==> src/rtl/tws_pkg.sv <==
// shared types and character constants for the trailing whitespace stripper
// no dependencies
`timescale 1ns / 1ps

package tws_pkg;

  // characters with special handling
  localparam logic [7:0] CH_NEWLINE = 8'h0A;
  localparam logic [7:0] CH_SPACE   = 8'h20;
  localparam logic [7:0] CH_TAB     = 8'h09;

  // input action codes
  localparam logic ACT_DATA = 1'b0;
  localparam logic ACT_EOS  = 1'b1;

  // source of an output beat
  typedef enum logic [1:0] {
    OSEL_HEAD,
    OSEL_INPUT,
    OSEL_HOLD
  } out_sel_t;

  // controller to datapath
  typedef struct packed {
    logic     clear;
    logic     push;
    logic     pop;
    logic     hold_load;
    logic     out_load;
    out_sel_t out_sel;
    logic     out_last;
    logic     out_ovf;
  } cmd_t;

  // datapath to controller
  typedef struct packed {
    logic is_eos;
    logic is_ws;
    logic is_nl;
    logic full;
    logic count_zero;
    logic out_free;
  } status_t;

endpackage

==> src/rtl/tws_datapath.sv <==
// datapath: pending whitespace shift register, held text byte, output register
// depends on tws_pkg
`timescale 1ns / 1ps

module tws_datapath #(
  parameter int MAX_PENDING = 32
) (
  input  logic              clk,
  input  logic              rst,
  input  logic              action,
  input  logic [7:0]        data_byte,
  input  tws_pkg::cmd_t     cmd,
  output tws_pkg::status_t  status,
  output logic              out_valid,
  input  logic              out_ready,
  output logic [7:0]        out_byte,
  output logic              last_of_run,
  output logic              overflowed
);

  localparam int CW = $clog2(MAX_PENDING + 1);
  localparam int IW = (MAX_PENDING > 1) ? $clog2(MAX_PENDING) : 1;

  logic [MAX_PENDING-1:0] pending;
  logic [MAX_PENDING-1:0] pending_next;
  logic [CW-1:0]          count;
  logic [CW-1:0]          count_next;
  logic [7:0]             hold;
  logic                   in_kind;
  logic [7:0]             head_byte;
  logic [7:0]             sel_byte;

  // classify the incoming beat
  assign in_kind = (data_byte == tws_pkg::CH_TAB);
  assign status.is_eos     = (action == tws_pkg::ACT_EOS);
  assign status.is_ws      = (data_byte == tws_pkg::CH_SPACE) || in_kind;
  assign status.is_nl      = (data_byte == tws_pkg::CH_NEWLINE);
  assign status.full       = (count == CW'(MAX_PENDING));
  assign status.count_zero = (count == '0);
  assign status.out_free   = !out_valid || out_ready;

  // oldest held entry sits at bit 0
  assign head_byte = pending[0] ? tws_pkg::CH_TAB : tws_pkg::CH_SPACE;

  // pending run: pop shifts toward bit 0, push writes behind the last entry
  always_comb begin
    pending_next = pending;
    if (cmd.pop) begin
      pending_next = pending >> 1;
    end
    if (cmd.push) begin
      if (cmd.pop) begin
        pending_next[MAX_PENDING-1] = in_kind;
      end else begin
        pending_next[count[IW-1:0]] = in_kind;
      end
    end
  end

  // entry count
  always_comb begin
    count_next = count;
    if (cmd.clear) begin
      count_next = '0;
    end else if (cmd.push && !cmd.pop) begin
      count_next = count + CW'(1);
    end else if (cmd.pop && !cmd.push) begin
      count_next = count - CW'(1);
    end
  end

  // output byte source
  always_comb begin
    case (cmd.out_sel)
      tws_pkg::OSEL_HEAD:  sel_byte = head_byte;
      tws_pkg::OSEL_INPUT: sel_byte = data_byte;
      tws_pkg::OSEL_HOLD:  sel_byte = hold;
      default:             sel_byte = data_byte;
    endcase
  end

  // control registers
  always_ff @(posedge clk) begin
    if (rst) begin
      count     <= '0;
      out_valid <= 1'b0;
    end else begin
      count <= count_next;
      if (cmd.out_load) begin
        out_valid <= 1'b1;
      end else if (out_ready) begin
        out_valid <= 1'b0;
      end
    end
  end

  // payload registers
  always_ff @(posedge clk) begin
    pending <= pending_next;
    if (cmd.hold_load) begin
      hold <= data_byte;
    end
    if (cmd.out_load) begin
      out_byte    <= sel_byte;
      last_of_run <= cmd.out_last;
      overflowed  <= cmd.out_ovf;
    end
  end

endmodule

==> src/rtl/tws_ctrl.sv <==
// controller: accepts input beats and sequences the release of a pending run
// depends on tws_pkg
`timescale 1ns / 1ps

module tws_ctrl (
  input  logic             clk,
  input  logic             rst,
  input  logic             in_valid,
  output logic             in_ready,
  input  tws_pkg::status_t status,
  output tws_pkg::cmd_t    cmd
);

  typedef enum logic {
    S_IDLE,
    S_RELEASE
  } state_t;

  state_t state;
  state_t state_next;
  logic   accept;

  assign in_ready = (state == S_IDLE) && status.out_free;
  assign accept   = in_valid && in_ready;

  // command decode
  always_comb begin
    cmd        = '0;
    cmd.out_sel = tws_pkg::OSEL_INPUT;
    state_next = state;
    case (state)
      S_IDLE: begin
        if (accept) begin
          if (status.is_eos) begin
            cmd.clear = 1'b1;
          end else if (status.is_ws) begin
            // full store: oldest entry leaves early
            cmd.push = 1'b1;
            if (status.full) begin
              cmd.pop      = 1'b1;
              cmd.out_load = 1'b1;
              cmd.out_sel  = tws_pkg::OSEL_HEAD;
              cmd.out_last = 1'b1;
              cmd.out_ovf  = 1'b1;
            end
          end else if (status.is_nl) begin
            cmd.clear    = 1'b1;
            cmd.out_load = 1'b1;
            cmd.out_last = 1'b1;
          end else if (status.count_zero) begin
            cmd.out_load = 1'b1;
            cmd.out_last = 1'b1;
          end else begin
            // text after held whitespace: start releasing the run
            cmd.hold_load = 1'b1;
            cmd.pop       = 1'b1;
            cmd.out_load  = 1'b1;
            cmd.out_sel   = tws_pkg::OSEL_HEAD;
            state_next    = S_RELEASE;
          end
        end
      end
      S_RELEASE: begin
        if (status.out_free) begin
          cmd.out_load = 1'b1;
          if (!status.count_zero) begin
            cmd.pop     = 1'b1;
            cmd.out_sel = tws_pkg::OSEL_HEAD;
          end else begin
            cmd.out_sel  = tws_pkg::OSEL_HOLD;
            cmd.out_last = 1'b1;
            state_next   = S_IDLE;
          end
        end
      end
      default: begin
        state_next = S_IDLE;
      end
    endcase
  end

  // state register
  always_ff @(posedge clk) begin
    if (rst) begin
      state <= S_IDLE;
    end else begin
      state <= state_next;
    end
  end

endmodule

==> src/rtl/trailing_whitespace_stripper_core.sv <==
// Trailing whitespace stripper. Spaces and tabs are held as a pending run of up
// to MAX_PENDING entries; a newline drops the run, other text releases it ahead
// of itself, and an end-of-stream beat (action = 1) drops it silently. A space
// or tab arriving with the store full pushes the oldest entry out at once with
// overflowed set. Flow control: input beats are accepted only in the idle state
// and while the output register is free; text after n held entries goes out as
// n + 1 beats, one per cycle while out_ready is high, through the single output
// register, and no input is taken until the last beat of the run is loaded.
// Depends on tws_pkg, tws_ctrl and tws_datapath.
`timescale 1ns / 1ps

module trailing_whitespace_stripper_core #(
  parameter int MAX_PENDING = 32
) (
  input  logic       clk,
  input  logic       rst,
  input  logic       in_valid,
  output logic       in_ready,
  input  logic       action,
  input  logic [7:0] data_byte,
  output logic       out_valid,
  input  logic       out_ready,
  output logic [7:0] out_byte,
  output logic       last_of_run,
  output logic       overflowed
);

  tws_pkg::cmd_t    cmd;
  tws_pkg::status_t status;

  // sequencing
  tws_ctrl u_ctrl (
    .clk      (clk),
    .rst      (rst),
    .in_valid (in_valid),
    .in_ready (in_ready),
    .status   (status),
    .cmd      (cmd)
  );

  // storage and output register
  tws_datapath #(
    .MAX_PENDING (MAX_PENDING)
  ) u_datapath (
    .clk         (clk),
    .rst         (rst),
    .action      (action),
    .data_byte   (data_byte),
    .cmd         (cmd),
    .status      (status),
    .out_valid   (out_valid),
    .out_ready   (out_ready),
    .out_byte    (out_byte),
    .last_of_run (last_of_run),
    .overflowed  (overflowed)
  );

endmodule

==> config.mk <==
export PLATFORM = sky130hd
export DESIGN_NAME = trailing_whitespace_stripper_core
export DESIGN_NICKNAME = d
export VERILOG_FILES = /design/src/rtl/tws_pkg.sv /design/src/rtl/tws_datapath.sv /design/src/rtl/tws_ctrl.sv /design/src/rtl/trailing_whitespace_stripper_core.sv
export SDC_FILE = /design/constraint.sdc
export NUM_CORES = 1
export LEC_CHECK = 0
export ABC_AREA = 1
export BUFFER_PORTS_ARGS = -buffer_cell sky130_fd_sc_hd__buf_2
export CAP_MARGIN = 20
export CORE_MARGIN = 2
export CORE_UTILIZATION = 26
export CTS_CLUSTER_SIZE = 8
export DETAILED_ROUTE_END_ITERATION = 16
export GPL_TIMING_DRIVEN = 0
export PLACE_DENSITY = 0.4
export SLEW_MARGIN = 10
export SYNTH_ARGS = -nofsm -noshare
export SYNTH_HDL_FRONTEND = slang
export SYNTH_SLANG_ARGS = --single-unit
==> constraint.sdc <==
create_clock -name clk -period 3.1 [get_ports clk]
set_input_delay 0 -clock clk [delete_from_list [all_inputs] [get_ports clk]]
set_output_delay 0 -clock clk [all_outputs]
set_load 0.005 [all_outputs]
==> flow_summary.yaml, run 1 <==
outcome:
  outcome: "finished, final reports clean"
yosys:
  syn_area_sq_um: 3692
  yosys_warnings: 0
  synth.distinct_cells: 31
  synth_nets: 578
  ys_ff_latch: 58
  yosysTopAreaCellShare_pct: 21.69
  syn_inst: 558
  ys_top_cells_by_area: "dfxtp_1 22%, edfxtp_1 15%, nor2_1 12%"
  synth_top_area_cell: "dfxtp_1"
  ys_seq_area_share_pct: 36.33
  synth.avg_cell_area_sq_um: 6.617
critical_path:
  required_ns: 3.30
  r2r_end: "u_datapath.count[5]$_SDFFE_PP0P_"
  path_max_fanout: 10
  regToRegSetupSlack_ns: 0.29
  rr_worst_depth: 16
  startpoint_type: "register"
  arrival_ns: 3.02
  end_kind: "register"
  criticalPathCategory: "reg -> reg"
  r2r_start: "u_datapath.count[0]$_SDFFE_PP0P_"
run:
  max_cap_violations: 0
clocking:
  cts_tree: "yes"
  cts_root_buf: "clkbuf_16"
  cts_buffers: 9
  clockBufferDepth: 2
  clock_latency_ns: 0.35
  cts_sinks: 58
  h-tree-depth: 3
  clkTransAtPathRegs_ns: 0.05
die:
  die_h_um: 123.2
  die_area_sq_um: 15170
  io_pins: 25
  die_x_um: 123.2
  coreArea_sq_um: 13880
  rows: 43
  initial_core_util_pct: 26.60
route:
  final_antenna_net_count: 0
  drc: 0
  vias: 3539
  avgViaCountPerCell: 4.497
  wl_per_cell_um: 12.80
  routed_wl_um: 10070
  drt_first_iter_violations: 185
  dr.pass1.iters: 5
power_and_ir_drop:
  leakagePower_nw: 2.085
  ir_drop_uv: 291.3
  powerDensity_nw_per_um2: 511.7
min_path:
  min_to: "u_datapath.out_byte[0]$_DFFE_PP_"
  worstHoldStart: "data_byte[0]"
  hold-path-cell-count: 3
  holdCritPathClass: "in -> reg"
global_route:
  grt.total_usage_pct: 14.95
  grt_pass1_vias: 3472
  grt_pass1_wl_um: 17350
  grt_max_degree: 12
  antenna_found_initial: 0
  grt-ovfl-total: 0
final_layout:
  drive_gt1_share_pct: 15.49
  area.growth.synth_to_final_pct: 21.55
  nets: 622
  antenna_cells: 0
  final_cell_mix: "115 x nor2_1, 112 x nand2_1, 83 x inv_1, 52 x nand3_1"
  final_common_cell: "nor2_1"
timing:
  setup_viol: 0
  skew_ns: 0.008625
  tightest_slew_ns: 0.5765
  post-route-period-util_pct: 90.71
  slew-limit-headroom_pct: 61.42
  fmax_mhz: 355.6
  drv_slew: 0
  layout_setup_ws_ns: 0.2879
  rsz0062_at_grt: "false"
  fin_setup_tns_ns: 0
  finalHoldViolCount: 0
  min_period_ns: 2.812
place:
  gp_congestion: 0.8013
  post-place-ws_ns: -0.1399
  numPortBuffers: 24
  dpl.hpwl_um: 7217
==> logic make-up (layout without fill, tap and decap cells) <==
| group | after synthesis | count (layout) | share of synthesized area (%) |
|---|---|---|---|
| and+or+nand+nor | 324 | 324 | 38.56 |
| DFF | 58 | 58 | 36.33 |
| buffers and inverters | 114 | 163 | 13.22 |
| xor gates and xnor gates | 2 | 2 | 0.4745 |
| adders and majority gates | 7 | 7 | 2.575 |
| AOI/OAI and AO/OA | 53 | 53 | 8.845 |
==> where the power goes <==
part | switching, mW | internal, mW | total, mW
Sequential | 0.0286 | 0.830 | 0.859
Combinational | 0.178 | 0.0999 | 0.278
Clock | 0.378 | 0.783 | 1.16
==> metal layers <==
| layer | track usage (%) | wire [um] | vias to the layer above |
|---|---|---|---|
| met5 | 0 | 0 | - |
| met4 | 7.315 | 238 | 0 |
| met3 | 2.629 | 236 | 14 |
| met2 | 23.52 | 4622 | 43 |
| met1 | 19.74 | 4973 | 1619 |
| li1 | - | - | 1863 |
==> stage by stage <==
step	total power, mW	cells	hold WS, ns	cell area [sq um]	utilization (%)
after floorplan	1.057	558	0.06907	3692	-
after global placement	1.142	762	0.1982	4038	29.09
after detailed placement	1.144	762	0.2048	4038	29.09
after CTS	2.330	787	0.07629	4474	32.23
after global routing	2.402	787	0.09111	4488	32.33
final	2.297	787	0.08242	4488	32.33
==> critical path, cell delays in order (launching register included) <==
cell and delay (ns):
dfxtp_1 0.39, nor2_4 0.17, nand4_1 0.17, nand2_1 0.31, nand2_4 0.14, buf_4 0.20, inv_1 0.07, ha_2 0.23
inv_2 0.09, ha_1 0.32, a21oi_2 0.18, o21a_1 0.16, nand2_1 0.06, nand2_1 0.05, nand2_1 0.04, nand2_1 0.05
a21oi_1 0.05
==> synth_stat cells, drive strengths merged <==
cell type / n
o21ai: 8
o21a: 1
o22ai: 1
buf: 20
nand3b: 1
o21bai: 1
nand3: 53
inv: 88
dfxtp: 40
nand4: 33
fa: 1
xnor2: 2
nand2: 117
a211oi: 1
ha: 6
clkbuf: 6
nor2: 120
edfxtp: 18
a21oi: 41
==> cell type report <==
class	instances	area (sq um)
multi-input combinational	386	1877
buffer	26	155.1
tap	180	225.2
clock buffer	9	225.2
inverter	88	332.8
clock inverter	7	117.6
sequential	58	1345
timing repair buffer	33	210.2
fill	1584	9393
==> worst max path at each step <==
stage / startpoint / endpoint / slack [ns] / depth (start not counted)
final: u_datapath.count[0]$_SDFFE_PP0P_ / u_datapath.count[5]$_SDFFE_PP0P_ / 0.29 / 16
after global routing: data_byte[5] / u_datapath.count[5]$_SDFFE_PP0P_ / 0.03 / 23
after CTS: u_datapath.count[2]$_SDFFE_PP0P_ / u_datapath.count[5]$_SDFFE_PP0P_ / 0.01 / 19
after detailed placement: u_datapath.count[2]$_SDFFE_PP0P_ / u_datapath.count[5]$_SDFFE_PP0P_ / -0.14 / 16
after global placement: u_datapath.count[2]$_SDFFE_PP0P_ / u_datapath.count[5]$_SDFFE_PP0P_ / -0.09 / 16
after floorplan: u_datapath.count[3]$_SDFFE_PP0P_ / u_datapath.count[5]$_SDFFE_PP0P_ / 0.57 / 19
==> flip-flops by register name, summed over array words and instances (netlist names) <==
register and cells:
u_datapath.hold 8, u_datapath.out_byte 8, u_datapath.overflowed 1, u_datapath.out_valid 1, u_ctrl.state 1, u_datapath.pending 32
u_datapath.count 6, u_datapath.last_of_run 1
==> repair_timing <==
| item | CTS | global route |
|---|---|---|
| resized for setup | 3 | 6 |
| endpoints found under the hold margin | 12 | 0 |
| buffers inserted | 0 | 0 |
| hold buffers | 9 | 0 |
| setup endpoints to repair | 3 | 3 |
No activity file was read; power rests on OpenSTA's default activity.
==> inputs of run 2 (changes only) <==
--- a/config.mk
+++ b/config.mk
@@ -8,12 +8,14 @@
 export ABC_AREA = 1
 export BUFFER_PORTS_ARGS = -buffer_cell sky130_fd_sc_hd__buf_2
 export CAP_MARGIN = 20
+export CELL_PAD_IN_SITES_DETAIL_PLACEMENT = 1
+export CELL_PAD_IN_SITES_GLOBAL_PLACEMENT = 2
 export CORE_MARGIN = 2
 export CORE_UTILIZATION = 26
 export CTS_CLUSTER_SIZE = 8
 export DETAILED_ROUTE_END_ITERATION = 16
 export GPL_TIMING_DRIVEN = 0
-export PLACE_DENSITY = 0.4
+export PLACE_DENSITY = 0.63
 export SLEW_MARGIN = 10
 export SYNTH_ARGS = -nofsm -noshare
 export SYNTH_HDL_FRONTEND = slang
==> run 2 against run 1 <==
  * Wire length grew 12%
  * Global-route usage grew 1.6 points
  * Utilization shrank 0.16 points
  * Die area is the same
  * Via count grew 2.4%
  * Sequential power is essentially flat
  * Combinational power grew 2%
  * Sequential cell count is the same
  * Power is essentially flat
  * Largest cell class unchanged
  * Design area shrank 0.50%
==> flow_summary.yaml, run 2 (synthesis results as in run 1) <==
final_layout:
  nets: 621
  nFillCells: 1765
  final_cell_mix: "116 x nor2_1, 111 x nand2_1, 83 x inv_1, 52 x nand3_1"
  final_common_cell: "nor2_1"
  top_regs: "u_datapath.pending: 32 flops, u_datapath.hold: 8 flops, u_datapath.out_byte: 8 flops"
  largest_register_ffs: 32
  antenna_cells: 0
  drive_gt1_share_pct: 15.02
  area.growth.synth_to_final_pct: 20.94
  top_register: "u_datapath.pending"
global_route:
  grt.total_usage_pct: 16.53
  global_route.usage.met1_pct: 21.54
  gr-usage-met3_pct: 3.044
  grt-ovfl-total: 0
  grt_pass1_wl_um: 19060
  top_usage_layer: "met2"
  grt_max_degree: 11
  gr-usage-met2_pct: 27.27
  grt_pass1_vias: 3767
  antenna_found_initial: 0
timing:
  rsz0062_at_grt: "false"
  fmax_mhz: 356.6
  layout_setup_ws_ns: 0.2957
  min_period_ns: 2.804
  drv_slew: 0
  tightest_slew_ns: 0.5629
  finalHoldWorstSlack_ns: 0.01337
  finalHoldViolCount: 0
  fin_setup_tns_ns: 0
  post-route-period-util_pct: 90.46
  slew-limit-headroom_pct: 62.33
  skew_ns: 0.006818
  setup_viol: 0
die:
  die_h_um: 123.2
  die_area_sq_um: 15170
  rows: 43
  die_x_um: 123.2
  initial_core_util_pct: 26.60
  coreArea_sq_um: 13880
  io_pins: 25
critical_path:
  startpoint_type: "register"
  end_kind: "register"
  required_ns: 3.30
  rr_worst_depth: 18
  path_max_fanout: 17
  r2r_end: "u_datapath.count[5]$_SDFFE_PP0P_"
  arrival_ns: 3.01
  regToRegSetupSlack_ns: 0.30
  criticalPathCategory: "reg -> reg"
  r2r_start: "u_datapath.count[0]$_SDFFE_PP0P_"
outcome:
  outcome: "finished, final reports clean"
clocking:
  clockBufferDepth: 2
  clkTransAtPathRegs_ns: 0.06
  post_cts_buffers: 0
  cts_buffers: 9
  cts_tree: "yes"
  cts_root_buf: "clkbuf_16"
  clock_latency_ns: 0.34
  cts_sinks: 58
  h-tree-depth: 3
place:
  post-place-ws_ns: -0.2940
  numPortBuffers: 24
  dpl.hpwl_um: 8128
  gp_congestion: 0.7422
route:
  drt_first_iter_violations: 119
  vias: 3623
  avgViaCountPerCell: 4.609
  drc: 0
  final_antenna_net_count: 0
  routed_wl_um: 11270
  wl_per_cell_um: 14.34
  dr.pass1.iters: 4
power_and_ir_drop:
  power_mw: 2.296
  leakagePower_nw: 2.081
  ir_drop_uv: 268.1
  powerDensity_nw_per_um2: 514.2
min_path:
  worstHoldStart: "data_byte[6]"
  holdCritPathClass: "in -> reg"
  hold-path-cell-count: 3
  min_to: "u_datapath.out_byte[6]$_DFFE_PP_"
run:
  max_cap_violations: 0
run 2: changes by cell type in the layout (fill, tap and decap cells not counted), sizes merged:
cell      before  now
buf           44   43
clkbuf        15   17
clkinv         2    1
clkinvlp       2    1
run 2: power breakdown:
group	leakage, nW	switching (mW)	internal (mW)	total (mW)
Sequential	0.492	0.0281	0.830	0.858
Clock	0.160	0.371	0.784	1.16
Combinational	1.43	0.184	0.0987	0.283
run 2: per-layer routing:
layer  vias to the layer above  routed length [um]
met1                      1741                5563
met3                        12                 171
li1                       1857                   -
met4                         0                 176
met2                        13                5361
met5                         -                   0
run 2: layout make-up:
class | instances | area, sq um | share of cell area [%]
Multi-Input combinational cell | 386 | 1869 | 41.86
Sequential cell | 58 | 1345 | 30.12
Inverter | 88 | 332.8 | 7.453
Clock buffer | 11 | 232.7 | 5.212
Tap cell | 180 | 225.2 | 5.043
Timing Repair Buffer | 33 | 210.2 | 4.707
Buffer | 25 | 147.6 | 3.306
Clock inverter | 5 | 102.6 | 2.298
run 2: worst max path at each step:
stage,startpoint,slack (ns),endpoint,cells after the start
detailed placement,u_datapath.count[2]$_SDFFE_PP0P_,-0.29,u_datapath.count[5]$_SDFFE_PP0P_,16
CTS,u_datapath.count[0]$_SDFFE_PP0P_,0.004,u_datapath.count[5]$_SDFFE_PP0P_,19
global route,u_datapath.count[0]$_SDFFE_PP0P_,0.009,u_datapath.count[5]$_SDFFE_PP0P_,18
floorplan,u_datapath.count[3]$_SDFFE_PP0P_,0.57,u_datapath.count[5]$_SDFFE_PP0P_,19
finish,u_datapath.count[0]$_SDFFE_PP0P_,0.30,u_datapath.count[5]$_SDFFE_PP0P_,18
global placement,u_datapath.count[2]$_SDFFE_PP0P_,-0.24,u_datapath.count[5]$_SDFFE_PP0P_,16
run 2: per-stage QoR:
step	util [%]	instance area, sq um	std cells
after floorplan	-	3692	558
after global placement	29.09	4038	762
after detailed placement	29.09	4038	762
after CTS	32.20	4469	787
after global routing	32.17	4466	786
final	32.17	4466	786
run 2: timing repair:
item / in CTS / in global routing
resized for setup: 5 / 2
endpoints found under the hold margin: 11 / 0
endpoints found under the setup margin: 3 / 3
hold buffers: 9 / 0
run 2: critical path, stage by stage, from the launching register on:
cell and delay [ns]:
dfxtp_1 0.39, nor2_4 0.17, inv_4 0.09, nor2_4 0.16
nand2_1 0.08, nand2_2 0.10, nand3_4 0.10, nand2_4 0.21
inv_1 0.07, ha_1 0.27, inv_2 0.13, ha_1 0.28
a21oi_2 0.19, o21a_1 0.15, nand2_1 0.05, nand2_1 0.05
nand2_1 0.05, nand2_1 0.05, a21oi_1 0.06
